[src/stq_pkg.sv]
// Shared types and codes for the sorted task ready queue.
`default_nettype none

package stq_pkg;

   localparam int ID_W    = 4;
   localparam int KEY_W   = 32;
   localparam int ENTRY_W = ID_W + KEY_W;
   localparam int CNT_OUT_W = 5;
   localparam int STAT_W  = 3;
   localparam int KIND_W  = 2;

   // operation kinds
   localparam logic [KIND_W-1:0] KIND_INSERT  = 2'd0;
   localparam logic [KIND_W-1:0] KIND_EXTRACT = 2'd1;
   localparam logic [KIND_W-1:0] KIND_DELETE  = 2'd2;

   // status codes
   localparam logic [STAT_W-1:0] ST_OK        = 3'd0;
   localparam logic [STAT_W-1:0] ST_EMPTY     = 3'd1;
   localparam logic [STAT_W-1:0] ST_FULL      = 3'd2;
   localparam logic [STAT_W-1:0] ST_NOT_FOUND = 3'd3;
   localparam logic [STAT_W-1:0] ST_DUPLICATE = 3'd4;

   typedef struct packed {
      logic [KEY_W-1:0] key_a;
      logic [KEY_W-1:0] key_b;
      logic [ID_W-1:0]  id_a;
      logic [ID_W-1:0]  id_b;
      logic             low_first;
   } cmp_req_type;

   typedef struct packed {
      logic better;   // key_a strictly ahead of key_b
      logic id_hit;
   } cmp_rsp_type;

endpackage

`default_nettype wire

[src/sorted_task_ready_queue_core.sv]
// Sorted task ready queue: top level with the operation sequencer.
`default_nettype none

// Keeps up to MAX_TASKS task ids in key order in one single-port-read RAM; slot 0
// is the head. order_mode (csr_wdata) 0 puts higher keys first, 1 lower keys first;
// stored entries are not re-sorted when it changes. One transaction is worked on at
// a time. Insert and delete scan the n queued entries, then move entries one per
// cycle to open or close the gap; extract reads only the head, then moves n - 1
// entries. Duplicate and not-found errors return after the scan; full, empty and
// an unused kind go straight to the result. The RAM's one read per cycle sets the
// pace of scan and moves. A finished result waits in the output register while
// the next request is accepted.
module sorted_task_ready_queue_core
   import stq_pkg::*;
#(
   parameter int MAX_TASKS = 16
) (
   input  wire logic        clock,
   input  wire logic        reset,
   // configuration
   input  wire logic        csr_we,
   input  wire logic        csr_wdata,      // order_mode
   // requests
   input  wire logic        req_tvalid,
   output logic             req_tready,
   input  wire logic [39:0] req_tdata,      // [3:0] task_id, [35:4] sort_key, rest zero
   input  wire logic [1:0]  req_tuser,      // [1:0] kind
   // results
   output logic             rsp_tvalid,
   input  wire logic        rsp_tready,
   output logic [15:0]      rsp_tdata       // [3:0] out_task_id, [6:4] status,
                                            // [11:7] entry_count, rest zero
);

   localparam int IW = (MAX_TASKS > 1) ? $clog2(MAX_TASKS) : 1;
   localparam int CW = $clog2(MAX_TASKS + 1);
   localparam logic [CW-1:0] MAX_CNT = CW'(MAX_TASKS);
   localparam logic [CW-1:0] ONE_CNT = CW'(1);

   localparam logic [2:0] S_IDLE  = 3'd0;
   localparam logic [2:0] S_SCAN  = 3'd1;
   localparam logic [2:0] S_SHIFT = 3'd2;
   localparam logic [2:0] S_PUT   = 3'd3;
   localparam logic [2:0] S_DONE  = 3'd4;

   // control
   logic [2:0]        state_ff, state_in;
   logic [CW-1:0]     occ_ff, occ_in;
   logic              mode_ff, mode_in;
   logic [CW-1:0]     scan_idx_ff, scan_idx_in;
   logic [CW-1:0]     scan_lim_ff, scan_lim_in;
   logic              chk_vld_ff, chk_vld_in;
   logic              found_ff, found_in;
   logic              dup_ff, dup_in;
   logic [CW-1:0]     sh_cnt_ff, sh_cnt_in;
   logic              wr_pend_ff, wr_pend_in;
   logic              rsp_vld_ff, rsp_vld_in;
   // payload
   logic [KIND_W-1:0] kind_ff, kind_in;
   logic [ID_W-1:0]   id_ff, id_in;
   logic [KEY_W-1:0]  key_ff, key_in;
   logic [IW-1:0]     chk_idx_ff, chk_idx_in;
   logic [CW-1:0]     pos_ff, pos_in;
   logic [IW-1:0]     sh_src_ff, sh_src_in;
   logic [IW-1:0]     wr_addr_ff, wr_addr_in;
   logic [ID_W-1:0]   out_id_ff, out_id_in;
   logic [STAT_W-1:0] status_ff, status_in;
   logic [15:0]       rsp_data_ff, rsp_data_in;

   // RAM and comparator
   logic               ram_we;
   logic [IW-1:0]      ram_waddr;
   logic [ENTRY_W-1:0] ram_wdata;
   logic [IW-1:0]      ram_raddr;
   logic [ENTRY_W-1:0] ram_rdata;
   logic [ID_W-1:0]    rd_id;
   logic [KEY_W-1:0]   rd_key;
   cmp_req_type        cmp_req;
   cmp_rsp_type        cmp_rsp;

   logic              is_ins;
   logic [CW-1:0]     pos_fin;
   logic              accept;

   stq_ram #(
      .DEPTH (MAX_TASKS),
      .AW    (IW)
   ) u_ram (
      .clock   (clock),
      .wr_en   (ram_we),
      .wr_addr (ram_waddr),
      .wr_data (ram_wdata),
      .rd_addr (ram_raddr),
      .rd_data (ram_rdata)
   );

   stq_cmp u_cmp (
      .req (cmp_req),
      .rsp (cmp_rsp)
   );

   assign rd_id   = ram_rdata[ID_W-1:0];
   assign rd_key  = ram_rdata[ENTRY_W-1:ID_W];
   assign is_ins  = (kind_ff == KIND_INSERT);
   assign pos_fin = found_ff ? pos_ff : occ_ff;

   assign req_tready = (state_ff == S_IDLE);
   assign accept     = req_tvalid && req_tready;
   assign rsp_tvalid = rsp_vld_ff;
   assign rsp_tdata  = rsp_data_ff;

   // on insert, head slot compares new key against stored; otherwise stored against new
   always_comb begin
      cmp_req.low_first = mode_ff;
      cmp_req.id_a      = id_ff;
      cmp_req.id_b      = rd_id;
      if (is_ins && (chk_idx_ff == '0)) begin
         cmp_req.key_a = key_ff;
         cmp_req.key_b = rd_key;
      end else begin
         cmp_req.key_a = rd_key;
         cmp_req.key_b = key_ff;
      end
   end

   // RAM write: pending moved entry, or the new entry in S_PUT
   always_comb begin
      if (state_ff == S_PUT) begin
         ram_we    = 1'b1;
         ram_waddr = pos_ff[IW-1:0];
         ram_wdata = {key_ff, id_ff};
      end else begin
         ram_we    = wr_pend_ff;
         ram_waddr = wr_addr_ff;
         ram_wdata = ram_rdata;
      end
   end

   always_comb begin
      state_in    = state_ff;
      occ_in      = occ_ff;
      mode_in     = csr_we ? csr_wdata : mode_ff;
      scan_idx_in = scan_idx_ff;
      scan_lim_in = scan_lim_ff;
      chk_vld_in  = 1'b0;
      found_in    = found_ff;
      dup_in      = dup_ff;
      sh_cnt_in   = sh_cnt_ff;
      wr_pend_in  = 1'b0;
      rsp_vld_in  = rsp_vld_ff && !rsp_tready;
      kind_in     = kind_ff;
      id_in       = id_ff;
      key_in      = key_ff;
      chk_idx_in  = chk_idx_ff;
      pos_in      = pos_ff;
      sh_src_in   = sh_src_ff;
      wr_addr_in  = wr_addr_ff;
      out_id_in   = out_id_ff;
      status_in   = status_ff;
      rsp_data_in = rsp_data_ff;
      ram_raddr   = '0;

      // comparison of the entry read last cycle
      if (chk_vld_ff) begin
         case (kind_ff)
            KIND_INSERT: begin
               if (cmp_rsp.id_hit) begin
                  dup_in = 1'b1;
               end
               if (!found_ff) begin
                  if (chk_idx_ff == '0) begin
                     if (cmp_rsp.better) begin
                        found_in = 1'b1;
                        pos_in   = '0;
                     end
                  end else if (!cmp_rsp.better) begin
                     found_in = 1'b1;
                     pos_in   = CW'(chk_idx_ff);
                  end
               end
            end
            KIND_EXTRACT: begin
               found_in  = 1'b1;
               pos_in    = '0;
               out_id_in = rd_id;
            end
            default: begin
               if (cmp_rsp.id_hit && !found_ff) begin
                  found_in = 1'b1;
                  pos_in   = CW'(chk_idx_ff);
               end
            end
         endcase
      end

      case (state_ff)
         S_IDLE: begin
            if (accept) begin
               kind_in     = req_tuser;
               id_in       = req_tdata[ID_W-1:0];
               key_in      = req_tdata[ENTRY_W-1:ID_W];
               out_id_in   = '0;
               status_in   = ST_OK;
               scan_idx_in = '0;
               found_in    = 1'b0;
               dup_in      = 1'b0;
               case (req_tuser)
                  KIND_INSERT: begin
                     if (occ_ff >= MAX_CNT) begin
                        status_in = ST_FULL;
                        state_in  = S_DONE;
                     end else begin
                        scan_lim_in = occ_ff;
                        state_in    = S_SCAN;
                     end
                  end
                  KIND_EXTRACT: begin
                     if (occ_ff == '0) begin
                        status_in = ST_EMPTY;
                        state_in  = S_DONE;
                     end else begin
                        scan_lim_in = ONE_CNT;
                        state_in    = S_SCAN;
                     end
                  end
                  KIND_DELETE: begin
                     scan_lim_in = occ_ff;
                     state_in    = S_SCAN;
                  end
                  default: begin
                     state_in = S_DONE;
                  end
               endcase
            end
         end

         S_SCAN: begin
            if (scan_idx_ff != scan_lim_ff) begin
               ram_raddr   = scan_idx_ff[IW-1:0];
               chk_vld_in  = 1'b1;
               chk_idx_in  = scan_idx_ff[IW-1:0];
               scan_idx_in = scan_idx_ff + ONE_CNT;
            end else if (!chk_vld_ff) begin
               if (is_ins) begin
                  if (dup_ff) begin
                     status_in = ST_DUPLICATE;
                     state_in  = S_DONE;
                  end else begin
                     pos_in    = pos_fin;
                     sh_cnt_in = occ_ff - pos_fin;
                     sh_src_in = IW'(occ_ff - ONE_CNT);
                     state_in  = S_SHIFT;
                  end
               end else if (!found_ff) begin
                  status_in = ST_NOT_FOUND;
                  state_in  = S_DONE;
               end else begin
                  sh_cnt_in = occ_ff - ONE_CNT - pos_ff;
                  sh_src_in = IW'(pos_ff + ONE_CNT);
                  state_in  = S_SHIFT;
               end
            end
         end

         // insert moves entries up from the tail; removal moves them down
         S_SHIFT: begin
            if (sh_cnt_ff != '0) begin
               ram_raddr  = sh_src_ff;
               wr_pend_in = 1'b1;
               sh_cnt_in  = sh_cnt_ff - ONE_CNT;
               if (is_ins) begin
                  wr_addr_in = sh_src_ff + IW'(1);
                  sh_src_in  = sh_src_ff - IW'(1);
               end else begin
                  wr_addr_in = sh_src_ff - IW'(1);
                  sh_src_in  = sh_src_ff + IW'(1);
               end
            end else if (!wr_pend_ff) begin
               if (is_ins) begin
                  state_in = S_PUT;
               end else begin
                  occ_in   = occ_ff - ONE_CNT;
                  state_in = S_DONE;
               end
            end
         end

         S_PUT: begin
            occ_in   = occ_ff + ONE_CNT;
            state_in = S_DONE;
         end

         S_DONE: begin
            if (!rsp_vld_ff || rsp_tready) begin
               rsp_vld_in  = 1'b1;
               rsp_data_in = {4'b0000, CNT_OUT_W'(occ_ff), status_ff, out_id_ff};
               state_in    = S_IDLE;
            end
         end

         default: begin
            state_in = S_IDLE;
         end
      endcase
   end

   always_ff @(posedge clock) begin
      if (reset) begin
         state_ff    <= S_IDLE;
         occ_ff      <= '0;
         mode_ff     <= 1'b0;
         scan_idx_ff <= '0;
         scan_lim_ff <= '0;
         chk_vld_ff  <= 1'b0;
         found_ff    <= 1'b0;
         dup_ff      <= 1'b0;
         sh_cnt_ff   <= '0;
         wr_pend_ff  <= 1'b0;
         rsp_vld_ff  <= 1'b0;
      end else begin
         state_ff    <= state_in;
         occ_ff      <= occ_in;
         mode_ff     <= mode_in;
         scan_idx_ff <= scan_idx_in;
         scan_lim_ff <= scan_lim_in;
         chk_vld_ff  <= chk_vld_in;
         found_ff    <= found_in;
         dup_ff      <= dup_in;
         sh_cnt_ff   <= sh_cnt_in;
         wr_pend_ff  <= wr_pend_in;
         rsp_vld_ff  <= rsp_vld_in;
      end
   end

   always_ff @(posedge clock) begin
      kind_ff     <= kind_in;
      id_ff       <= id_in;
      key_ff      <= key_in;
      chk_idx_ff  <= chk_idx_in;
      pos_ff      <= pos_in;
      sh_src_ff   <= sh_src_in;
      wr_addr_ff  <= wr_addr_in;
      out_id_ff   <= out_id_in;
      status_ff   <= status_in;
      rsp_data_ff <= rsp_data_in;
   end

endmodule

`default_nettype wire

[src/stq_ram.sv]
// Entry store: one write port, one registered read port.
`default_nettype none

module stq_ram
   import stq_pkg::*;
#(
   parameter int DEPTH = 16,
   parameter int AW    = 4
) (
   input  wire logic               clock,
   input  wire logic               wr_en,
   input  wire logic [AW-1:0]      wr_addr,
   input  wire logic [ENTRY_W-1:0] wr_data,
   input  wire logic [AW-1:0]      rd_addr,
   output logic      [ENTRY_W-1:0] rd_data
);

   logic [ENTRY_W-1:0] mem [DEPTH];

   always_ff @(posedge clock) begin
      if (wr_en) begin
         mem[wr_addr] <= wr_data;
      end
   end

   always_ff @(posedge clock) begin
      rd_data <= mem[rd_addr];
   end

endmodule

`default_nettype wire

[src/stq_cmp.sv]
// Shared key and id comparator used by the scan sequencer.
`default_nettype none

module stq_cmp
   import stq_pkg::*;
(
   input  wire cmp_req_type req,
   output cmp_rsp_type      rsp
);

   always_comb begin
      rsp.better = req.low_first ? (req.key_a < req.key_b) : (req.key_a > req.key_b);
      rsp.id_hit = (req.id_a == req.id_b);
   end

endmodule

`default_nettype wire
[config.mk]
export PLATFORM = sky130hd
export DESIGN_NAME = sorted_task_ready_queue_core
export DESIGN_NICKNAME = d
export VERILOG_FILES = /design/src/stq_pkg.sv /design/src/sorted_task_ready_queue_core.sv /design/src/stq_ram.sv /design/src/stq_cmp.sv
export SDC_FILE = /design/constraint.sdc
export NUM_CORES = 1
export LEC_CHECK = 0
export BUFFER_PORTS_ARGS = -buffer_cell sky130_fd_sc_hd__buf_4
export CELL_PAD_IN_SITES_DETAIL_PLACEMENT = 2
export CELL_PAD_IN_SITES_GLOBAL_PLACEMENT = 2
export CORE_ASPECT_RATIO = 0.5
export CORE_MARGIN = 4
export CORE_UTILIZATION = 39
export CTS_CLUSTER_DIAMETER = 60
export DETAILED_ROUTE_END_ITERATION = 6
export PLACE_DENSITY_LB_ADDON = 0.1
export SLEW_MARGIN = 10
export SYNTH_ARGS = -nofsm -noshare
export SYNTH_HDL_FRONTEND = slang
export SYNTH_SLANG_ARGS = --single-unit
[constraint.sdc]
create_clock -name clock -period 3.6 [get_ports clock]
set_clock_uncertainty 0.05 [all_clocks]
set_input_delay 0.36 -clock clock [delete_from_list [all_inputs] [get_ports clock]]
set_output_delay 0.36 -clock clock [all_outputs]
set_load 0.005 [all_outputs]
==> flow_summary_export.csv, run 1 <==
group,metric,value,unit
run_status,outcome,"completed",
pwr,pwr-share-seq,52.9,%
yosys,yosys_warnings,0,
drt,wire_per_inst,26.5,um
pwr,p_int,13.5,mW
cts,cts_buffers,69,
die,row_count,71,
timing,fin_crit,3.32,ns
worst_setup_path,r2r.worst_path.cells,11,
worst_hold_path,hold_class,"primary input to flop",
worst_setup_path,cp.arrival,3.86,ns
yosys,ys_ff_latch,715,
pwr,power_frac_clock,44.0,%
placed_design,portBuffers,57,
timing,maxSlewHeadroom,27.3,%
global_route,busiest_layer,"met2",
timing,worst_pin_slew,1.08,ns
yosys,syn-cell-area,30100,um^2
drt,drtIter0Drc,1419,
placed_design,dpl_worst_slack,-0.0235,ns
placed_design,place_congestion,0.762,
pwr,p_comb_share,3.2,%
die,die_y,204,um
yosys,async_reset_ff_share,0,%
timing,finalCritPeriodShare,92.3,%
global_route,grt_use_met2,41.1,%
worst_hold_path,hold_depth,3,
worst_setup_path,crit_fanout,5,
worst_setup_path,cp_common_cell,"buf_4",
global_route,overflow,0,
flow_run,max-cap-violations,0,
worst_setup_path,reg2reg_from,"chk_idx_ff[3]",
worst_setup_path,worstSetupEndpointType,"flop",
timing,tns,0,ns
die,boundaryPins,66,
drt,wl,97600,um
layout,seqCellArea,20700,um^2
layout,n_antenna_cell,0,
cts,cts-root-buf,"clkbuf_16",
worst_setup_path,worst-setup-path-type,"flop to flop",
pwr,ir_drop,0.000398,V
drt,drtPass1Iterations,5,
cts,htreeDepth,3,
layout,nets,2668,
drt,vias,20900,
worst_hold_path,hp-start,"req_tvalid",
yosys,yosysUniqueCellTypes,65,
cts,clk_pin_slew,0.06,ns
worst_setup_path,crit_required,4.13,ns
timing,timing.final.hold_violations,0,
drt,remaining_drc_errors,0,
layout,multi_input_area,8670,um^2
worst_setup_path,critPathTopFamily,"compound AO/OA/AOI/OAI gates",
global_route,use_met3,3.04,%
worst_hold_path,min_to,"out_id_ff[2]",
yosys,synth_edf_count,641,
placed_design,hpwl,54200,um
drt,ant_nets,0,
yosys,ys.flop_type,"edfxtp_1",
yosys,synthCells,2487,
cts,clock_path_buffers,3,
timing,max_freq,0.301,GHz
die,fp.dieArea,81900,um^2
yosys,synth.yosys.seq_area_share,68.9,%
pwr,power.density,489,nW/um^2
global_route,antenna_found_initial,0,
global_route,grt_pass1_wl,147000,um
worst_setup_path,r2r-end,"pos_ff[2]",
die,die_x,401,um
global_route,grt_pass1_vias,22800,
worst_setup_path,startpoint_type,"flop",
die,start_util,39.7,%
pwr,switchingPower,3.74,mW
worst_setup_path,slowest_stage,"edfxtp_1",
pwr,power_leakage,12.3,nW
global_route,grtUsageTotal,23.8,%
cts,cts_tree,"built",
worst_setup_path,path_buf_inv,2,
layout,syn_to_final_growth,16.9,%
worst_setup_path,crit_chain,"nor4_4 > and2_1 > buf_4 > mux2i_1 > a221oi_1 > o311a_1 > a31oi_4 > buf_4 > a211oi_1 > o21ai_0 > a21oi_1",
timing,rsz0062_at_grt,"no",
global_route,grt_max_degree,72,
die,coreArea,75800,um^2
timing,fin_ws,0.277,ns
worst_setup_path,slowest_delay,0.46,ns
timing,setup_viol,0,
drt,vias_per_cell,5.67,
cts,clk_latency,0.65,ns
pwr,switching_share,21.7,%
timing,slew_violations,0,
layout,n_fill_cell,7409,
yosys,synth_area_per_cell,12.1,um^2
timing,timing.hold.ws,0.114,ns
layout,post_route_cells_drive_above_1_share,11.1,%
cts,cts_sinks,715,
global_route,use_met1,32.1,%
layout,layout_common_cells,"704 x nand2_1, 641 x edfxtp_1, 115 x buf_4",
layout,layout_commonest_cell,"nand2_1",
worst_setup_path,reg2reg_slack,0.28,ns
==> routing by layer <==
layer	part of all wire (%)	vias up
met5	0	-
met4	1.8	0
met3	3.7	117
met2	49	406
met1	46	11100
li1	-	9261
==> how the worst max path moves through the flow <==
| stage | endpoint | cells past startpoint | startpoint | slack [ns] |
|---|---|---|---|---|
| finish | pos_ff[2] | 11 | chk_idx_ff[3] | 0.28 |
| global route | pos_ff[1] | 12 | chk_idx_ff[3] | 0.05 |
| CTS | pos_ff[4] | 10 | chk_idx_ff[3] | 0.1 |
| detailed placement | pos_ff[1] | 10 | key_ff[23] | -0.02 |
| global placement | pos_ff[1] | 10 | key_ff[22] | 0.09 |
| floorplan | u_ram.mem[7][0] | 6 | state_ff[2] | 0.24 |
==> worst register-to-register path, cell delays in order (launching register included) <==
cell and delay [ns]:
edfxtp_1 0.46, nor4_4 0.42, and2_1 0.18, buf_4 0.23, mux2i_1 0.18, a221oi_1 0.45
o311a_1 0.33, a31oi_4 0.14, buf_4 0.20, a211oi_1 0.34, o21ai_0 0.15, a21oi_1 0.12
==> layout make-up <==
cell class	count	share of cell area (%)
Timing Repair Buffer	195	5.81
Clock buffer	92	5.59
Inverter	45	0.480
Tap cell	1022	3.64
Sequential cell	715	58.9
Clock inverter	35	0.911
Multi-Input combinational cell	1576	24.6
==> cell usage after synthesis (all sizes together), types with 44 or more instances <==
| master | n | share of area [%] |
|---|---|---|
| nand3 | 86 | 1.4 |
| a311oi | 75 | 2.2 |
| edfxtp | 641 | 64 |
| nor2 | 75 | 0.94 |
| buf | 77 | 1.3 |
| inv | 45 | 0.56 |
| clkbuf | 77 | 0.96 |
| a31oi | 81 | 1.7 |
| o21ai | 44 | 0.73 |
| nand2 | 705 | 8.8 |
| a211oi | 51 | 1.3 |
| and3 | 108 | 2.2 |
| dfxtp | 74 | 4.9 |
| a21oi | 81 | 1.4 |
==> timing repair <==
item                                    in CTS  in global routing
endpoints found under the hold margin       43                  0
pin swaps                                    0                  1
endpoints found under the setup margin       2                  6
hold buffers                                42                  0
setup buffers                                0                  2
resized for setup                            1                  1
==> power groups by stage <==
stage / clock network (mW) / logic (mW) / registers (mW)
floorplan: 0 / 0.294 / 9.26
global route: 8.08 / 0.593 / 9.11
finish: 7.57 / 0.543 / 9.11
detailed placement: 0 / 0.503 / 9.29
global placement: 0 / 0.488 / 9.28
CTS: 7.72 / 0.548 / 9.11
==> through the flow <==
step	instance area [um^2]	power (mW)	util [%]	instances
after floorplan	30100	9.55	-	2490
after detailed placement	32400	9.79	42.8	3509
after global placement	32400	9.77	42.8	3509
after global routing	35200	17.8	46.4	3680
final	35200	17.2	46.4	3680
after CTS	35200	17.4	46.4	3678
==> sequential cells by signal, indices dropped and copies added (netlist names), 5 cells and up <==
signal,count
scan_idx_ff,5
rsp_tdata,12
u_ram.mem,576
key_ff,32
scan_lim_ff,5
occ_ff,5
u_ram.rd_data,36
pos_ff,5
sh_cnt_ff,5
==> cell families after synthesis <==
group	after synthesis	synth area share [%]
compound gates	366	8.29
xor+xnor	60	1.77
fa+ha+maj	46	1.73
buf+inv	199	2.84
flops	715	68.9
mux	19	0.632
other cells	1	0.0125
simple gates	1081	15.8
Power figures use the tool's default switching activity.
==> inputs of run 2 (changes only) <==
--- a/config.mk
+++ b/config.mk
@@ -10,7 +10,7 @@
 export CELL_PAD_IN_SITES_GLOBAL_PLACEMENT = 2
 export CORE_ASPECT_RATIO = 0.5
 export CORE_MARGIN = 4
-export CORE_UTILIZATION = 39
+export CORE_UTILIZATION = 47
 export CTS_CLUSTER_DIAMETER = 60
 export DETAILED_ROUTE_END_ITERATION = 6
 export PLACE_DENSITY_LB_ADDON = 0.1
==> constraint.sdc (replaced) <==
create_clock -name clock -period 4.05 [get_ports clock]
set_clock_uncertainty 0.05 [all_clocks]
set_input_delay 0.405 -clock clock [delete_from_list [all_inputs] [get_ports clock]]
set_output_delay 0.405 -clock clock [all_outputs]
set_load 0.005 [all_outputs]
==> flow_summary_export.csv, run 2 (synthesis results as in run 1) <==
group,metric,value,unit
worst_setup_path,startpoint_type,"flop",
timing,max_freq,0.257,GHz
drt,vias,22300,
worst_setup_path,crit_fanout,6,
placed_design,place_congestion,0.794,
pwr,power_frac_clock,43.8,%
placed_design,dpl_worst_slack,0.0771,ns
drt,drtPass1Iterations,6,
timing,fin_ws,0.157,ns
worst_setup_path,critPathCapture,"pos_ff[4]",
cts,cts-root-buf,"clkbuf_16",
cts,cts_sinks,715,
die,boundaryPins,66,
placed_design,hpwl,59700,um
layout,nets,2652,
worst_hold_path,hold_class,"primary input to flop",
layout,top_register,"u_ram.mem",
drt,vias_per_cell,6.42,
placed_design,portBuffers,57,
timing,worst_pin_slew,1.20,ns
timing,timing.final.hold_violations,0,
die,coreArea,63200,um^2
timing,fin_crit,3.89,ns
cts,cts_setup_buffers,0,
global_route,antenna_found_initial,1,
layout,syn_to_final_growth,15.1,%
drt,remaining_drc_errors,0,
worst_setup_path,r2r-end,"pos_ff[4]",
cts,clk_latency,0.65,ns
pwr,p_int,11.8,mW
die,die_x,366,um
drt,wire_per_inst,32.9,um
die,fp.dieArea,68400,um^2
global_route,grt_max_degree,124,
pwr,ir_drop,0.000342,V
worst_setup_path,reg2reg_slack,0.16,ns
flow_run,max-cap-violations,0,
placed_design,place_area,32100,um^2
drt,drtIter0Drc,2522,
cts,cts_buffers,66,
worst_setup_path,worstSetupEndpointType,"flop",
layout,final_area,34600,um^2
pwr,power.density,442,nW/um^2
worst_setup_path,reg2reg_from,"key_ff[30]",
worst_setup_path,cp-startpoint,"key_ff[30]",
timing,tns,0,ns
global_route,overflow,0,
layout,largest_reg_flops,576,
drt,wl,114000,um
worst_hold_path,hold_depth,3,
layout,reg.largest.list,"u_ram.mem x576, u_ram.rd_data x36, key_ff x32",
timing,rsz0062_at_grt,"no",
die,row_count,65,
layout,n_antenna_cell,0,
pwr,p_comb_share,3.2,%
worst_setup_path,worst-setup-path-type,"flop to flop",
worst_setup_path,r2r.worst_path.cells,10,
cts,htreeDepth,3,
worst_setup_path,crit_required,4.49,ns
timing,slew_violations,0,
drt,ant_nets,0,
pwr,power_leakage,12.2,nW
run_status,outcome,"completed",
cts,cts_tree,"built",
pwr,switching_share,22.9,%
worst_setup_path,cp.arrival,4.33,ns
die,start_util,47.6,%
global_route,grt_pass1_vias,24300,
timing,setup_viol,0,
global_route,grtUsageTotal,33.0,%
timing,finalCritPeriodShare,96.1,%
cts,clk_pin_slew,0.07,ns
layout,layout_common_cells,"703 x nand2_1, 641 x edfxtp_1, 113 x buf_4",
pwr,switchingPower,3.50,mW
die,die_y,187,um
timing,maxSlewHeadroom,19.1,%
layout,post_route_cells_drive_above_1_share,10.5,%
cts,clock_path_buffers,3,
pwr,pwr-share-seq,53.0,%
global_route,grt_pass1_wl,168000,um
layout,post-route-util,54.8,%
layout,layout_commonest_cell,"nand2_1",
==> run 2: cell types whose count changed in the layout (fill, tap and decap cells not counted), moves of 2 or more <==
cell           previous run  this run
buf_12                   38        30
buf_4                   115       113
clkbuf_16                73        68
clkbuf_8                  7         5
clkinv_1                 12         9
clkinvlp_4                2         0
dlygate4sd3_1            42        39
==> run 2: power groups by stage <==
stage	registers, mW	clock network [mW]	logic [mW]
CTS	8.10	6.71	0.487
finish	8.10	6.70	0.496
floorplan	8.23	0	0.262
detailed placement	8.26	0	0.438
global route	8.11	7.04	0.529
global placement	8.25	0	0.415
==> run 2: worst min path at each step <==
stage | startpoint | slack, ns | to
detailed placement | status_ff[0] | 0.36 | rsp_tdata[4]
finish | csr_we | 0.05 | mode_ff
CTS | csr_we | 0.01 | mode_ff
global placement | status_ff[2] | 0.35 | rsp_tdata[6]
global route | csr_we | 0.07 | mode_ff
floorplan | status_ff[0] | 0.35 | rsp_tdata[4]
==> run 2: worst max-delay path, stage by stage, from the launching register on <==
cell	delay (ns)
edfxtp_1	0.48
xor2_1	0.22
nor4_2	0.66
nand4_1	0.55
nor4b_2	0.60
buf_4	0.20
nor4_2	0.06
and4_4	0.26
a21oi_2	0.15
xor2_2	0.33
a21oi_1	0.16
==> run 2: layout make-up <==
type / count / area, um^2
inverter: 45 / 169
tap: 837 / 1050
fill: 5855 / 28600
multi-input combinational: 1576 / 8670
clock inverter: 32 / 337
clock buffer: 86 / 1820
sequential: 715 / 20700
timing repair buffer: 182 / 1840
==> run 2: per-stage QoR <==
stage / total power [mW] / cells / hold WS (ns)
finish: 15.3 / 3473 / 0.0486
detailed placement: 8.70 / 3316 / 0.361
global route: 15.7 / 3473 / 0.0744
global placement: 8.67 / 3316 / 0.350
floorplan: 8.49 / 2490 / 0.350
CTS: 15.3 / 3473 / 0.0150
==> run 2: repair_timing <==
action                                  in CTS  in global routing
pin swaps                                    0                  0
endpoints found under the hold margin       39                  0
gates resized for setup                      1                  1
endpoints found under the setup margin       1                  4
hold buffers                                39                  0
==> run 2: per-layer routing <==
metal  wire length, um  global-route usage (%)  up-vias
met2             56600                    56.8     1094
met5                 0                       0        -
met4              4150                    12.2        0
met1             45600                    42.6    11700
met3              7840                    4.97      284
li1                  -                       -     9222
==> inputs of run 3 (changes only) <==
--- a/config.mk
+++ b/config.mk
@@ -5,6 +5,7 @@
 export SDC_FILE = /design/constraint.sdc
 export NUM_CORES = 1
 export LEC_CHECK = 0
+export ABC_AREA = 1
 export BUFFER_PORTS_ARGS = -buffer_cell sky130_fd_sc_hd__buf_4
 export CELL_PAD_IN_SITES_DETAIL_PLACEMENT = 2
 export CELL_PAD_IN_SITES_GLOBAL_PLACEMENT = 2
==> flow_summary_export.csv, run 3 <==
group,metric,value,unit
timing,max_freq,0.280,GHz
layout,syn_to_final_growth,15.0,%
timing,maxSlewHeadroom,15.1,%
drt,vias_per_cell,6.37,
run_status,outcome,"completed",
pwr,power_leakage,11.8,nW
layout,multi_input_area,8260,um^2
drt,remaining_drc_errors,0,
yosys,synth.most_common_cell,"edfxtp_1",
yosys,synthCells,2480,
die,die_x,365,um
layout,post_route_cells_drive_above_1_share,15.4,%
timing,worst_pin_slew,1.26,ns
drt,wire_per_inst,32.4,um
placed_design,hpwl,62000,um
yosys,synth_edf_count,641,
yosys,async_reset_ff_share,0,%
layout,n_fill_cell,5918,
worst_setup_path,slowest_stage,"edfxtp_1",
worst_setup_path,cp.arrival,4.03,ns
timing,timing.final.hold_violations,0,
timing,finalCritPeriodShare,88.3,%
timing,slew_violations,0,
layout,largest_reg_flops,576,
yosys,synth_common_cells,"641 x edfxtp_1, 301 x o21ai_0, 278 x nand2_1, 251 x nor2_1, 128 x or2_2",
yosys,synth.yosys.seq_area_share,69.3,%
timing,fin_ws,0.475,ns
worst_setup_path,crit_required,4.50,ns
cts,cts_tree,"built",
layout,post-route-util,54.6,%
yosys,ys_ff_latch,715,
yosys,ys.flop_type,"edfxtp_1",
die,die_y,186,um
cts,clk_pin_slew,0.07,ns
cts,cts_sinks,715,
worst_setup_path,worst-setup-path-type,"flop to flop",
cts,cts_buffers,67,
yosys,synthTopCellsByArea,"edfxtp_1 64%, o21ai_0 5.0%, dfxtp_1 5.0%, nand2_1 3.5%, o221ai_1 3.3%",
worst_setup_path,worstSetupEndpointType,"flop",
placed_design,place_congestion,0.814,
drt,wl,113000,um
pwr,power.density,491,nW/um^2
timing,rsz0062_at_grt,"no",
cts,htreeDepth,3,
layout,nets,2647,
die,start_util,47.5,%
die,row_count,65,
global_route,overflow,0,
cts,cts_setup_buffers,0,
timing,setup_viol,0,
worst_setup_path,slowest_delay,0.53,ns
die,coreArea,63000,um^2
drt,drtIter0Drc,2379,
layout,seqCellArea,20700,um^2
layout,layout_common_cells,"641 x edfxtp_1, 300 x o21ai_0, 278 x nand2_1",
placed_design,dpl_worst_slack,0.662,ns
drt,ant_nets,0,
cts,clk_latency,0.63,ns
global_route,antenna_found_initial,3,
timing,tns,0,ns
worst_setup_path,crit_chain,"nor2_4 > buf_4 > inv_2 > nor2_4 > buf_4 > nand2_1 > o211ai_1 > nand2_1 > nor2_1 > nand2_1 > a21oi_2 > nand3_1 > nand2_2 > nand2_2 > nand3_1 > nand3_1 > nand3_1 > nand2_1",
global_route,grtUsageTotal,32.8,%
yosys,syn-cell-area,29900,um^2
timing,fin_crit,3.58,ns
drt,vias,22100,
flow_run,max-cap-violations,0,
drt,drtPass1Iterations,5,
cts,cts-root-buf,"clkbuf_16",
layout,layout_commonest_cell,"edfxtp_1",
worst_setup_path,crit_fanout,18,
global_route,grt_max_degree,138,
yosys,yosys.area.top_type_share,64.3,%
global_route,grt_pass1_vias,24200,
yosys,synth_top_area_cell,"edfxtp_1",
layout,top_register,"u_ram.mem",
die,boundaryPins,66,
layout,n_antenna_cell,0,
placed_design,portBuffers,57,
worst_hold_path,hold_class,"primary input to flop",
pwr,ir_drop,0.000302,V
die,fp.dieArea,68000,um^2
worst_setup_path,startpoint_type,"flop",
yosys,yosysUniqueCellTypes,56,
cts,clock_path_buffers,3,
layout,reg.largest.list,"u_ram.mem x576, u_ram.rd_data x36, key_ff x32",
global_route,grt_pass1_wl,165000,um
yosys,synth_area_per_cell,12.1,um^2
yosys,yosys_warnings,0,
run 3: per-stage QoR:
stage	std cells	hold WS [ns]	power, mW	instance area [um^2]
global placement	3309	0.354	9.97	31800
CTS	3469	0.0203	16.9	34400
floorplan	2483	0.350	9.47	29900
detailed placement	3309	0.362	10.1	31800
global route	3470	0.0735	17.5	34400
finish	3470	0.0678	16.9	34400
run 3: cell families (layout without fill, tap and decap cells):
group | Yosys count | after routing | synth area share [%]
AOI/OAI and AO/OA | 638 | 638 | 12.9
and+or+nand+nor | 825 | 825 | 12.6
DFF | 715 | 715 | 69.3
xor gates and xnor gates | 25 | 25 | 0.732
buffers and inverters | 258 | 408 | 3.68
adders and majority gates | 18 | 18 | 0.803
other | 1 | 4 | 0.0125
run 3: layout make-up:
class | count | area share [%]
Clock buffer | 90 | 5.48
Clock inverter | 31 | 1.06
Inverter | 119 | 1.33
Multi-Input combinational cell | 1510 | 24.0
Sequential cell | 715 | 60.2
Tap cell | 837 | 3.04
Timing Repair Buffer | 168 | 4.86
run 3: final timing paths:
check | from | endpoint | slack (ns) | depth (start not counted)
worst max-delay path | kind_ff[1] | pos_ff[4] | 0.47 | 18
worst min register to register | status_ff[1] | rsp_tdata[5] | 0.38 | 0
worst max register to register | kind_ff[1] | pos_ff[4] | 0.47 | 18
worst min-delay path | reset | scan_lim_ff[3] | 0.07 | 2
run 3: routing by layer:
metal  global-route usage, %  routed length (um)  up-vias
met1                    43.4               46200    11600
met4                    10.8                3700        4
li1                        -                   -     9234
met5                       0                  23        -
met2                    55.2               55100      984
met3                    5.55                7520      263
run 3: repair_timing:
| item | in CTS | in global routing |
|---|---|---|
| hold buffers | 39 | 1 |
| gates resized for setup | 0 | 0 |
| hold endpoints to repair | 38 | 1 |
run 3: worst max-delay path, delay by kind of cell, from the launching register on:
family                 cells  cell delay (ns)
and+or+nand+nor           13             1.93
AOI/OAI and AO/OA          2             0.29
buffers and inverters      3             0.63
DFF                        1             0.53
run 3: where the power goes:
group          internal (mW)  leakage, nW  total [mW]  switching (mW)
logic                  0.502         4.32        1.58            1.08
clock network           3.80         1.10        6.83            3.03
registers               8.27         6.40        8.48           0.218
